`config.mk`:
```
export PLATFORM = sky130hd
export DESIGN_NAME = flow_priority_selector_flat
export DESIGN_NICKNAME = d
export VERILOG_FILES = /design/src/design/fps_pkg.sv /design/src/design/fps_req_if.sv /design/src/design/fps_res_if.sv /design/src/design/fps_cell.sv /design/src/design/flow_priority_selector.sv /design/src/flat_wrapper.sv
export VERILOG_INCLUDE_DIRS = /design/src /design/src/design
export SDC_FILE = /design/constraint.sdc
export NUM_CORES = 2
export LEC_CHECK = 0
export ABC_AREA = 1
export BUFFER_PORTS_ARGS = -buffer_cell sky130_fd_sc_hd__buf_2
export CAP_MARGIN = 10
export CORE_UTILIZATION = 34
export CTS_CLUSTER_DIAMETER = 30
export CTS_CLUSTER_SIZE = 14
export DETAILED_ROUTE_END_ITERATION = 12
export PLACE_DENSITY = 0.49
export SLEW_MARGIN = 20
export SYNTH_ARGS = -nofsm -noshare
export SYNTH_HDL_FRONTEND = slang
export SYNTH_SLANG_ARGS = --single-unit
export TNS_END_PERCENT = 50
```
`constraint.sdc`:
```
create_clock -name clk_i -period 9.51 [get_ports clk_i]
set_input_delay 0.4755 -clock clk_i [delete_from_list [all_inputs] [get_ports clk_i]]
set_output_delay 0.4755 -clock clk_i [all_outputs]
set_load 0.02 [all_outputs]
```
`src/design/assert_macros.svh`:
```
// Assertion macros shared by the flow priority selector RTL.
`ifndef ASSERT_MACROS_SVH
`define ASSERT_MACROS_SVH

// Concurrent assertion on clk_i, disabled while rst_ni is low.
`define FPS_ASSERT(label, prop, msg) \
  label: assert property (@(posedge clk_i) disable iff (!rst_ni) (prop)) else $error(msg);

// Concurrent implication on clk_i, disabled while rst_ni is low.
`define FPS_ASSERT_IMPLY(label, ante, cons, msg) \
  label: assert property (@(posedge clk_i) disable iff (!rst_ni) (ante) |-> (cons)) \
    else $error(msg);

`endif

```
`src/design/fps_pkg.sv`:
```
// Types and codes shared by the flow priority selector modules.
`default_nettype none

package fps_pkg;

  localparam logic [1:0] REQ_ARRIVE = 2'd0;
  localparam logic [1:0] REQ_SELECT = 2'd1;
  localparam logic [1:0] REQ_FINISH = 2'd2;

  localparam logic [1:0] RES_OK      = 2'd0;
  localparam logic [1:0] RES_NO_FLOW = 2'd1;
  localparam logic [1:0] RES_NO_SEND = 2'd2;

  localparam int unsigned ADDR_SLOTS = 16;
  localparam logic [4:0]  FLOW_COUNT_RST = 5'd16;

  typedef enum logic [1:0] {
    SLOT_CREATED = 2'd0,
    SLOT_ARRIVED = 2'd1,
    SLOT_SENDING = 2'd2,
    SLOT_DONE    = 2'd3
  } slot_state_e;

  typedef struct packed {
    logic [1:0]  op;
    logic [3:0]  slot;
    logic [7:0]  flow;
    logic [15:0] arrival;
    logic [15:0] transmit;
    logic [7:0]  prio;
    logic        busy;
    logic        found;
    logic        fin_done;
    logic [39:0] best_key;
    logic [7:0]  best_flow;
    logic [4:0]  done_cnt;
  } token_t;

endpackage

`default_nettype wire

```
`src/design/fps_req_if.sv`:
```
// Request channel: valid/ready handshake carrying one request beat.
`default_nettype none

interface fps_req_if;
  logic        valid;
  logic        ready;
  logic [1:0]  req_type;
  logic [3:0]  slot;
  logic [7:0]  flow_number;
  logic [15:0] arrival_time;
  logic [15:0] transmit_time;
  logic [7:0]  priority_req;

  modport source (
    output valid, req_type, slot, flow_number, arrival_time, transmit_time, priority_req,
    input  ready
  );
  modport sink (
    input  valid, req_type, slot, flow_number, arrival_time, transmit_time, priority_req,
    output ready
  );
endinterface

`default_nettype wire

```
`src/design/fps_res_if.sv`:
```
// Result channel: valid/ready handshake carrying one result beat.
`default_nettype none

interface fps_res_if;
  logic       valid;
  logic       ready;
  logic [1:0] status;
  logic       grant_valid;
  logic [3:0] grant_slot;
  logic [7:0] grant_flow_number;
  logic [4:0] completed_count;
  logic       all_done;

  modport source (
    output valid, status, grant_valid, grant_slot, grant_flow_number, completed_count,
           all_done,
    input  ready
  );
  modport sink (
    input  valid, status, grant_valid, grant_slot, grant_flow_number, completed_count,
           all_done,
    output ready
  );
endinterface

`default_nettype wire

```
`src/design/fps_cell.sv`:
```
// One flow slot cell: holds the slot state and updates the passing request token.
`default_nettype none

module fps_cell #(
  parameter int INDEX = 0,
  parameter int IW    = 4
) (
  input  wire logic            clk_i,
  input  wire logic            rst_ni,
  input  wire logic [4:0]      flow_count_i,
  input  wire logic            tok_vld_i,
  input  wire fps_pkg::token_t tok_i,
  input  wire logic [IW-1:0]   best_idx_i,
  input  wire logic            grant_en_i,
  input  wire logic [IW-1:0]   grant_idx_i,
  output logic                 tok_vld_o,
  output fps_pkg::token_t      tok_o,
  output logic [IW-1:0]        best_idx_o
);

  localparam bit         ADDRESSABLE = (INDEX < int'(fps_pkg::ADDR_SLOTS));
  localparam logic [3:0] SLOT_ID     = 4'(INDEX);
  localparam logic [IW-1:0] CELL_ID  = IW'(INDEX);

  fps_pkg::slot_state_e status_q, status_d, status_new;
  logic [7:0]  flow_q;
  logic [7:0]  prio_q;
  logic [15:0] arr_q;
  logic [15:0] tx_q;

  logic            hit_arrive, hit_finish, in_use, take;
  logic [39:0]     key;
  fps_pkg::token_t tok_d;
  logic [IW-1:0]   best_idx_d;
  logic            tok_vld_q;
  fps_pkg::token_t tok_q;
  logic [IW-1:0]   best_idx_q;

  assign in_use = (32'(INDEX) < 32'(flow_count_i));
  assign key    = {prio_q, arr_q, tx_q};

  assign hit_arrive = tok_vld_i && (tok_i.op == fps_pkg::REQ_ARRIVE) && ADDRESSABLE &&
                      (tok_i.slot == SLOT_ID);
  assign hit_finish = tok_vld_i && (tok_i.op == fps_pkg::REQ_FINISH) && !tok_i.fin_done &&
                      (status_q == fps_pkg::SLOT_SENDING);
  assign take = tok_vld_i && (tok_i.op == fps_pkg::REQ_SELECT) && in_use &&
                (status_q == fps_pkg::SLOT_ARRIVED) &&
                (!tok_i.found || (key < tok_i.best_key));

  always_comb begin
    status_new = status_q;
    if (hit_arrive) begin
      status_new = fps_pkg::SLOT_ARRIVED;
    end else if (hit_finish) begin
      status_new = fps_pkg::SLOT_DONE;
    end
    status_d = status_new;
    if (grant_en_i && (grant_idx_i == CELL_ID)) begin
      status_d = fps_pkg::SLOT_SENDING;
    end
  end

  always_comb begin
    tok_d          = tok_i;
    best_idx_d     = best_idx_i;
    tok_d.busy     = tok_i.busy || (status_q == fps_pkg::SLOT_SENDING);
    tok_d.fin_done = tok_i.fin_done || hit_finish;
    tok_d.done_cnt = tok_i.done_cnt +
                     5'(in_use && (status_new == fps_pkg::SLOT_DONE));
    if (take) begin
      tok_d.found     = 1'b1;
      tok_d.best_key  = key;
      tok_d.best_flow = flow_q;
      best_idx_d      = CELL_ID;
    end
  end

  always_ff @(posedge clk_i or negedge rst_ni) begin
    if (!rst_ni) begin
      status_q  <= fps_pkg::SLOT_CREATED;
      tok_vld_q <= 1'b0;
    end else begin
      status_q  <= status_d;
      tok_vld_q <= tok_vld_i;
    end
  end

  always_ff @(posedge clk_i) begin
    if (hit_arrive) begin
      flow_q <= tok_i.flow;
      prio_q <= tok_i.prio;
      arr_q  <= tok_i.arrival;
      tx_q   <= tok_i.transmit;
    end
    if (tok_vld_i) begin
      tok_q      <= tok_d;
      best_idx_q <= best_idx_d;
    end
  end

  assign tok_vld_o  = tok_vld_q;
  assign tok_o      = tok_q;
  assign best_idx_o = best_idx_q;

endmodule

`default_nettype wire

```
`src/design/flow_priority_selector.sv`:
```
// Path: request register, then the SLOTS cells in order, then the result token register and
// the output register; one request at a time, and a result waits in S_WRAP while the output is full;
// the request token walks the cell chain one cell per cycle.
// The next request is taken while the previous result still waits in the output register.
// Reset: all slots created, flow_count 16, no result pending; slot contents are undefined.
`default_nettype none
`include "assert_macros.svh"

module flow_priority_selector #(
  parameter int SLOTS = 16
) (
  input  wire logic       clk_i,
  input  wire logic       rst_ni,
  input  wire logic       cfg_we_i,
  input  wire logic [4:0] cfg_wdata_i,
  fps_req_if.sink         req_i,
  fps_res_if.source       res_o
);

  localparam int IW = $clog2(SLOTS);

  typedef enum logic [1:0] {
    S_IDLE,
    S_RUN,
    S_WRAP
  } state_e;

  state_e          state_q;
  logic [4:0]      flow_count_q;
  fps_pkg::token_t tok_q;
  logic            tok_vld_q;
  fps_pkg::token_t res_tok_q;
  logic [IW-1:0]   res_idx_q;

  logic       out_vld_q;
  logic [1:0] out_status_q;
  logic       out_gvalid_q;
  logic [3:0] out_gslot_q;
  logic [7:0] out_gflow_q;
  logic [4:0] out_count_q;
  logic       out_all_q;

  fps_pkg::token_t tok_chain [SLOTS+1];
  logic [IW-1:0]   idx_chain [SLOTS+1];
  logic [SLOTS:0]  vld_chain;

  logic       out_free, grant_ok, grant_en;
  logic [4:0] in_use_n;
  logic [1:0] res_status;

  assign tok_chain[0] = tok_q;
  assign idx_chain[0] = '0;
  assign vld_chain[0] = tok_vld_q;

  for (genvar g = 0; g < SLOTS; g++) begin : g_cell
    fps_cell #(
      .INDEX (g),
      .IW    (IW)
    ) u_cell (
      .clk_i        (clk_i),
      .rst_ni       (rst_ni),
      .flow_count_i (flow_count_q),
      .tok_vld_i    (vld_chain[g]),
      .tok_i        (tok_chain[g]),
      .best_idx_i   (idx_chain[g]),
      .grant_en_i   (grant_en),
      .grant_idx_i  (res_idx_q),
      .tok_vld_o    (vld_chain[g+1]),
      .tok_o        (tok_chain[g+1]),
      .best_idx_o   (idx_chain[g+1])
    );
  end

  assign in_use_n = (32'(flow_count_q) < 32'(SLOTS)) ? flow_count_q : 5'(SLOTS);
  assign out_free = !out_vld_q || res_o.ready;
  assign grant_ok = (res_tok_q.op == fps_pkg::REQ_SELECT) && res_tok_q.found &&
                    !res_tok_q.busy;
  assign grant_en = (state_q == S_WRAP) && out_free && grant_ok;

  always_comb begin
    res_status = fps_pkg::RES_OK;
    if ((res_tok_q.op == fps_pkg::REQ_SELECT) && !grant_ok) begin
      res_status = fps_pkg::RES_NO_FLOW;
    end else if ((res_tok_q.op == fps_pkg::REQ_FINISH) && !res_tok_q.fin_done) begin
      res_status = fps_pkg::RES_NO_SEND;
    end
  end

  always_ff @(posedge clk_i or negedge rst_ni) begin
    if (!rst_ni) begin
      state_q      <= S_IDLE;
      flow_count_q <= fps_pkg::FLOW_COUNT_RST;
      tok_vld_q    <= 1'b0;
      out_vld_q    <= 1'b0;
      out_status_q <= fps_pkg::RES_OK;
      out_gvalid_q <= 1'b0;
      out_gslot_q  <= '0;
      out_gflow_q  <= '0;
      out_count_q  <= '0;
      out_all_q    <= 1'b0;
    end else begin
      if (cfg_we_i) begin
        flow_count_q <= cfg_wdata_i;
      end
      tok_vld_q <= (state_q == S_IDLE) && req_i.valid;
      if ((state_q == S_WRAP) && out_free) begin
        out_vld_q    <= 1'b1;
        out_status_q <= res_status;
        out_gvalid_q <= grant_ok;
        out_gslot_q  <= grant_ok ? 4'(res_idx_q) : 4'd0;
        out_gflow_q  <= grant_ok ? res_tok_q.best_flow : 8'd0;
        out_count_q  <= res_tok_q.done_cnt;
        out_all_q    <= (res_tok_q.done_cnt == in_use_n);
      end else if (res_o.ready) begin
        out_vld_q <= 1'b0;
      end
      unique case (state_q)
        S_IDLE: begin
          if (req_i.valid) begin
            state_q <= S_RUN;
          end
        end
        S_RUN: begin
          if (vld_chain[SLOTS]) begin
            state_q <= S_WRAP;
          end
        end
        S_WRAP: begin
          if (out_free) begin
            state_q <= S_IDLE;
          end
        end
        default: begin
          state_q <= S_IDLE;
        end
      endcase
    end
  end

  always_ff @(posedge clk_i) begin
    if ((state_q == S_IDLE) && req_i.valid) begin
      tok_q.op        <= req_i.req_type;
      tok_q.slot      <= req_i.slot;
      tok_q.flow      <= req_i.flow_number;
      tok_q.arrival   <= req_i.arrival_time;
      tok_q.transmit  <= req_i.transmit_time;
      tok_q.prio      <= req_i.priority_req;
      tok_q.busy      <= 1'b0;
      tok_q.found     <= 1'b0;
      tok_q.fin_done  <= 1'b0;
      tok_q.best_key  <= '0;
      tok_q.best_flow <= '0;
      tok_q.done_cnt  <= '0;
    end
    if ((state_q == S_RUN) && vld_chain[SLOTS]) begin
      res_tok_q <= tok_chain[SLOTS];
      res_idx_q <= idx_chain[SLOTS];
    end
  end

  assign req_i.ready             = (state_q == S_IDLE);
  assign res_o.valid             = out_vld_q;
  assign res_o.status            = out_status_q;
  assign res_o.grant_valid       = out_gvalid_q;
  assign res_o.grant_slot        = out_gslot_q;
  assign res_o.grant_flow_number = out_gflow_q;
  assign res_o.completed_count   = out_count_q;
  assign res_o.all_done          = out_all_q;

  `FPS_ASSERT(a_one_token, $onehot0(vld_chain), "more than one request token in the chain")
  `FPS_ASSERT_IMPLY(a_grant_quiet, grant_en, vld_chain == '0,
                    "grant written while a token is in the chain")
  `FPS_ASSERT_IMPLY(a_grant_status, res_o.valid && res_o.grant_valid,
                    res_o.status == fps_pkg::RES_OK, "grant reported with a failure status")
  `FPS_ASSERT_IMPLY(a_token_idle, vld_chain[SLOTS], state_q == S_RUN,
                    "token left the chain outside the run state")

endmodule

`default_nettype wire

```
`src/flat_wrapper.sv`:
```
// flat-port wrapper written by rule: the top's interface ports become plain ports
module flow_priority_selector_flat 
#(
  parameter int SLOTS = 16
)
  (clk_i, rst_ni, cfg_we_i, cfg_wdata_i, req_i_valid, req_i_req_type, req_i_slot, req_i_flow_number, req_i_arrival_time, req_i_transmit_time, req_i_priority_req, req_i_ready, res_o_valid, res_o_status, res_o_grant_valid, res_o_grant_slot, res_o_grant_flow_number, res_o_completed_count, res_o_all_done, res_o_ready);
  fps_req_if req_i_i ();
  fps_res_if res_o_i ();
  input  wire logic clk_i;
  input  wire logic rst_ni;
  input  wire logic cfg_we_i;
  input  wire logic [4:0] cfg_wdata_i;
  input wire logic [$bits(req_i_i.valid)-1:0] req_i_valid;
  input wire logic [$bits(req_i_i.req_type)-1:0] req_i_req_type;
  input wire logic [$bits(req_i_i.slot)-1:0] req_i_slot;
  input wire logic [$bits(req_i_i.flow_number)-1:0] req_i_flow_number;
  input wire logic [$bits(req_i_i.arrival_time)-1:0] req_i_arrival_time;
  input wire logic [$bits(req_i_i.transmit_time)-1:0] req_i_transmit_time;
  input wire logic [$bits(req_i_i.priority_req)-1:0] req_i_priority_req;
  output wire logic [$bits(req_i_i.ready)-1:0] req_i_ready;
  output wire logic [$bits(res_o_i.valid)-1:0] res_o_valid;
  output wire logic [$bits(res_o_i.status)-1:0] res_o_status;
  output wire logic [$bits(res_o_i.grant_valid)-1:0] res_o_grant_valid;
  output wire logic [$bits(res_o_i.grant_slot)-1:0] res_o_grant_slot;
  output wire logic [$bits(res_o_i.grant_flow_number)-1:0] res_o_grant_flow_number;
  output wire logic [$bits(res_o_i.completed_count)-1:0] res_o_completed_count;
  output wire logic [$bits(res_o_i.all_done)-1:0] res_o_all_done;
  input wire logic [$bits(res_o_i.ready)-1:0] res_o_ready;
  assign req_i_i.valid = req_i_valid;
  assign req_i_i.req_type = req_i_req_type;
  assign req_i_i.slot = req_i_slot;
  assign req_i_i.flow_number = req_i_flow_number;
  assign req_i_i.arrival_time = req_i_arrival_time;
  assign req_i_i.transmit_time = req_i_transmit_time;
  assign req_i_i.priority_req = req_i_priority_req;
  assign req_i_ready = req_i_i.ready;
  assign res_o_valid = res_o_i.valid;
  assign res_o_status = res_o_i.status;
  assign res_o_grant_valid = res_o_i.grant_valid;
  assign res_o_grant_slot = res_o_i.grant_slot;
  assign res_o_grant_flow_number = res_o_i.grant_flow_number;
  assign res_o_completed_count = res_o_i.completed_count;
  assign res_o_all_done = res_o_i.all_done;
  assign res_o_i.ready = res_o_ready;
  flow_priority_selector #(.SLOTS(SLOTS)) u_core (.clk_i(clk_i), .rst_ni(rst_ni), .cfg_we_i(cfg_we_i), .cfg_wdata_i(cfg_wdata_i), .req_i(req_i_i), .res_o(res_o_i));
endmodule
```
==> impl_metrics.prom <==
# TYPE chip_impl_metric gauge
chip_impl_info{name="status",value="finished clean"} 1
chip_impl_metric{name="h_tree_lvl_count",unit=""} 6
chip_impl_metric{name="grt_max_degree",unit=""} 74
chip_impl_metric{name="combinationalPowerShare",unit=""} 0.081
chip_impl_info{name="setup.worst_path.start_class",value="register"} 1
chip_impl_info{name="ws_path_type",value="register to register"} 1
chip_impl_metric{name="clkSinkCount",unit=""} 2629
chip_impl_metric{name="numCtsBuffers",unit=""} 556
chip_impl_metric{name="timing.fmax",unit="MHz"} 248
chip_impl_metric{name="dr.first_iter.drc_count",unit=""} 3225
chip_impl_metric{name="placement.setup.worst_slack",unit="ns"} 5.51
chip_impl_metric{name="grt_pass1_wl",unit="um"} 336000
chip_impl_metric{name="drv_slew",unit=""} 0
chip_impl_metric{name="synth.cell_area",unit="um^2"} 108000
chip_impl_metric{name="grt_pass1_vias",unit=""} 62804
chip_impl_metric{name="initial_utilization",unit=""} 0.342
chip_impl_metric{name="synth-edff-count",unit=""} 2551
chip_impl_metric{name="p_leak",unit="nW"} 53.9
chip_impl_metric{name="cts_post_setup_buffers_inserted",unit=""} 0
chip_impl_metric{name="routed_wirelength",unit="um"} 208000
chip_impl_metric{name="number_of_buffers_added_to_fix_hold_violations_after_cts",unit=""} 71
chip_impl_metric{name="asyncSetResetFlopFracSynth",unit=""} 0.0297
chip_impl_info{name="synth.largest_area_cell",value="edfxtp_1"} 1
chip_impl_metric{name="ant_nets",unit=""} 0
chip_impl_metric{name="grt_antenna_before_repair",unit=""} 4
chip_impl_metric{name="timing.slew.headroom",unit=""} 0.240
chip_impl_info{name="cp-end-kind",value="register"} 1
chip_impl_metric{name="finalWeightedCongestion",unit=""} 0.819
chip_impl_info{name="synth_area_leaders",value="edfxtp_1, nand2_1, ha_1, nand3_1, inv_1"} 1
chip_impl_metric{name="multiInputGateArea",unit="um^2"} 24900
chip_impl_info{name="crit-reg2reg-launch",value="u_core.flow_count_q[1]$_DFFE_PN0P_"} 1
chip_impl_metric{name="endpoints_failing_hold",unit=""} 0
chip_impl_metric{name="final_routed_drc_violation_total",unit=""} 0
chip_impl_metric{name="total_die_area",unit="um^2"} 319000
chip_impl_metric{name="grt.overflow.total",unit=""} 0
chip_impl_metric{name="insertion_delay",unit="ns"} 0.90
chip_impl_metric{name="clock_power_frac",unit=""} 0.489
chip_impl_metric{name="detailedPlacementHpwl",unit="um"} 148000
chip_impl_metric{name="critPathArrivalTime",unit="ns"} 4.72
chip_impl_metric{name="yosysTopAreaCellShare",unit=""} 0.711
chip_impl_metric{name="total_net_switching_power",unit="W"} 0.00974
chip_impl_metric{name="yosys.cell_types.count",unit=""} 41
chip_impl_metric{name="critical_path_required",unit="ns"} 10.21
chip_impl_metric{name="route.vias.total",unit=""} 60289
chip_impl_metric{name="max_slew.worst_pin.slew",unit="ns"} 1.14
chip_impl_metric{name="synth.ff_latch_count",unit=""} 2629
chip_impl_info{name="tritoncts",value="done"} 1
chip_impl_metric{name="setup.reg_to_reg.worst_slack",unit="ns"} 5.48
chip_impl_metric{name="synthToLayoutAreaGrowth",unit="%"} 23.6
chip_impl_metric{name="core_region_area",unit="um^2"} 315000
chip_impl_info{name="synth-main-ff-cell",value="edfxtp_1"} 1
chip_impl_metric{name="drive_gt1_frac",unit=""} 0.124
chip_impl_metric{name="final_nets",unit=""} 9582
chip_impl_metric{name="ir_drop",unit="mV"} 0.234
chip_impl_metric{name="row_count",unit=""} 206
chip_impl_metric{name="finalWorstPathRequiredPeriod",unit="ns"} 4.03
chip_impl_metric{name="finalSetupTns",unit="ns"} 0
chip_impl_metric{name="internal-power",unit="W"} 0.0296
chip_impl_metric{name="port-buffer-count",unit=""} 86
chip_impl_metric{name="post_layout_nonfiller_instances",unit=""} 13516
chip_impl_info{name="cts_root_buffer",value="clkbuf_16"} 1
chip_impl_metric{name="setup-violations-final",unit=""} 0
chip_impl_metric{name="power.sequential.fraction",unit=""} 0.430
chip_impl_info{name="ff_to_ff_end",value="u_core.g_cell[4].u_cell.tok_o[5]$_DFFE_PP_"} 1
chip_impl_metric{name="avgRoutedWirePerCell",unit="um"} 15.4
chip_impl_metric{name="skew",unit="ns"} 0.0593
chip_impl_metric{name="ctsResizeCount",unit=""} 0
chip_impl_metric{name="synth_seq_area_share",unit=""} 0.729
chip_impl_info{name="rsz0062_at_grt",value="false"} 1
chip_impl_metric{name="synthesis.nets",unit=""} 9001
chip_impl_metric{name="timing.critical_path.fanout_max",unit=""} 49
chip_impl_metric{name="global_route.usage.total",unit=""} 0.130
chip_impl_metric{name="final_critical_path_setup_slack",unit="ns"} 5.48
chip_impl_metric{name="final_design_area_no_fill",unit="um^2"} 133000
chip_impl_metric{name="chipHeight",unit="um"} 565
chip_impl_metric{name="post_placement_cell_area",unit="um^2"} 113000
chip_impl_metric{name="drt_pre_antenna_iters",unit=""} 7
chip_impl_metric{name="area.sequential",unit="um^2"} 78600
chip_impl_metric{name="post_route_fraction_of_the_period_consumed_by_the_critical_path",unit=""} 0.423
chip_impl_metric{name="power.total",unit="W"} 0.0393
chip_impl_info{name="timing.hold.worst.class",value="input port to asynchronous set/reset pin"} 1
chip_impl_metric{name="cap_viol_max_count",unit=""} 0
chip_impl_metric{name="post-place-cells",unit=""} 12435
chip_impl_metric{name="reg2regPathDepth",unit=""} 10
chip_impl_metric{name="yosysWarnings",unit=""} 0
chip_impl_metric{name="pwr_density_cell",unit="nW/um^2"} 295
chip_impl_metric{name="via_per_inst",unit=""} 4.46
chip_impl_metric{name="switch_share",unit=""} 0.248
chip_impl_metric{name="fill_cells",unit=""} 28352
chip_impl_metric{name="cts.reportedPaths.clkPinSlew",unit="ns"} 0.05
chip_impl_metric{name="synth_area_per_cell",unit="um^2"} 12.9
chip_impl_metric{name="postSynthCellCount",unit=""} 8323
chip_impl_metric{name="fp.dieW",unit="um"} 565
chip_impl_metric{name="ios",unit=""} 87
chip_impl_metric{name="clockBufferDepth",unit=""} 4
## cell type report
cell class	count	area share
sequential	2629	0.590
multi-input combinational	4516	0.187
clock buffer	627	0.108
tap	4160	0.0391
clock inverter	380	0.0351
inverter	956	0.0269
timing repair buffer	245	0.0135
antenna	3	0.0000564
## power by group through the flow
stage | Combinational, W | Clock (W) | Sequential, W
6_report | 0.00319 | 0.0192 | 0.0169
5_1_grt | 0.00372 | 0.0202 | 0.0172
3_5_place_dp | 0.00322 | 0 | 0.0172
4_1_cts | 0.00327 | 0.0197 | 0.0170
2_1_floorplan | 0.00193 | 0 | 0.0170
3_3_place_gp | 0.00311 | 0 | 0.0171
## worst max path at each step
stage / start / to / cells past startpoint
floorplan: u_core.g_cell[4].u_cell.tok_vld_o$_DFF_PN0_ / u_core.g_cell[5].u_cell.tok_o[4]$_DFFE_PP_ / 10
global placement: u_core.flow_count_q[3]$_DFFE_PN0P_ / u_core.g_cell[2].u_cell.tok_o[5]$_DFFE_PP_ / 11
detailed placement: u_core.flow_count_q[3]$_DFFE_PN0P_ / u_core.g_cell[2].u_cell.tok_o[8]$_DFFE_PP_ / 11
CTS: u_core.flow_count_q[3]$_DFFE_PN0P_ / u_core.g_cell[2].u_cell.tok_o[8]$_DFFE_PP_ / 11
global route: u_core.g_cell[8].u_cell.tok_o[52]$_DFFE_PP_ / u_core.g_cell[9].u_cell.best_idx_o[0]$_SDFFCE_PP1P_ / 15
finish: u_core.flow_count_q[1]$_DFFE_PN0P_ / u_core.g_cell[4].u_cell.tok_o[5]$_DFFE_PP_ / 10
## layout by cell type, fill, tap and decap left out, types with 71 or more instances in the layout
cell,n
edfxtp_1,2551
nand2_1,2246
inv_1,951
nand3_1,761
ha_1,614
clkbuf_16,562
nor2_1,302
a21oi_1,247
buf_4,89
buf_2,85
bufinv_16,73
clkinv_2,71
dlygate4sd3_1,71
## worst max-delay path, cell delays in order, from the launching register on
cell	delay (ns)
dfrtp_1	0.44
nor2_1	0.87
nor2_1	0.15
nor2_1	0.90
nor4_4	0.05
buf_4	0.24
buf_4	0.27
nand2_1	0.12
buf_4	0.46
nand2_1	0.12
nand2_1	0.17
## logic make-up (layout without fill, tap and decap cells)
| kind of cell | count (synthesis) | after routing | share of synthesized area |
|---|---|---|---|
| and+or+nand+nor | 3467 | 3467 | 0.134 |
| other | 0 | 3 | 0 |
| xor gates and xnor gates | 37 | 37 | 0.00301 |
| buffers and inverters | 1178 | 2208 | 0.0414 |
| DFF | 2629 | 2629 | 0.729 |
| adders and majority gates | 614 | 614 | 0.0713 |
| muxes | 1 | 1 | 0.000105 |
| AOI/OAI and AO/OA | 397 | 397 | 0.0205 |
## sequential cells by signal, indices dropped and copies added (netlist names), 18 cells and up
name,flops
u_core.tok_chain,54
u_core.g_cell.u_cell.tx_q,256
u_core.res_tok_q,18
u_core.g_cell.u_cell.flow_q,128
u_core.g_cell.u_cell.best_idx_o,49
u_core.g_cell.u_cell.prio_q,128
u_core.g_cell.u_cell.arr_q,256
u_core.g_cell.u_cell.status_q,32
u_core.g_cell.u_cell.tok_o,1658
## Yosys cell counts, types with 43 or more instances
master / instances
a21oi_1: 247
or2_2: 43
edfxtp_1: 2551
nand2_1: 2247
nand4_1: 48
dfrtp_1: 77
ha_1: 614
nor2_1: 306
nand3_1: 761
o21ai_0: 61
clkbuf_1: 186
inv_1: 952
## stage by stage
stage / hold WS (ns) / util
floorplan: 0.180 / -
global placement: 0.402 / 0.360
detailed placement: 0.405 / 0.360
CTS: 0.0226 / 0.423
global route: 0.0903 / 0.423
finish: 0.0861 / 0.423
## layer usage
metal  global-route usage  vias up  routed length, um
met5                    0        -                  0
met4               0.0565        0               7540
met3               0.0295      449               9300
met2                0.213     1192              96800
met1                0.165    28500              94700
li1                     -    30148                  -
Note: power is estimated with default switching activity, not from simulation.
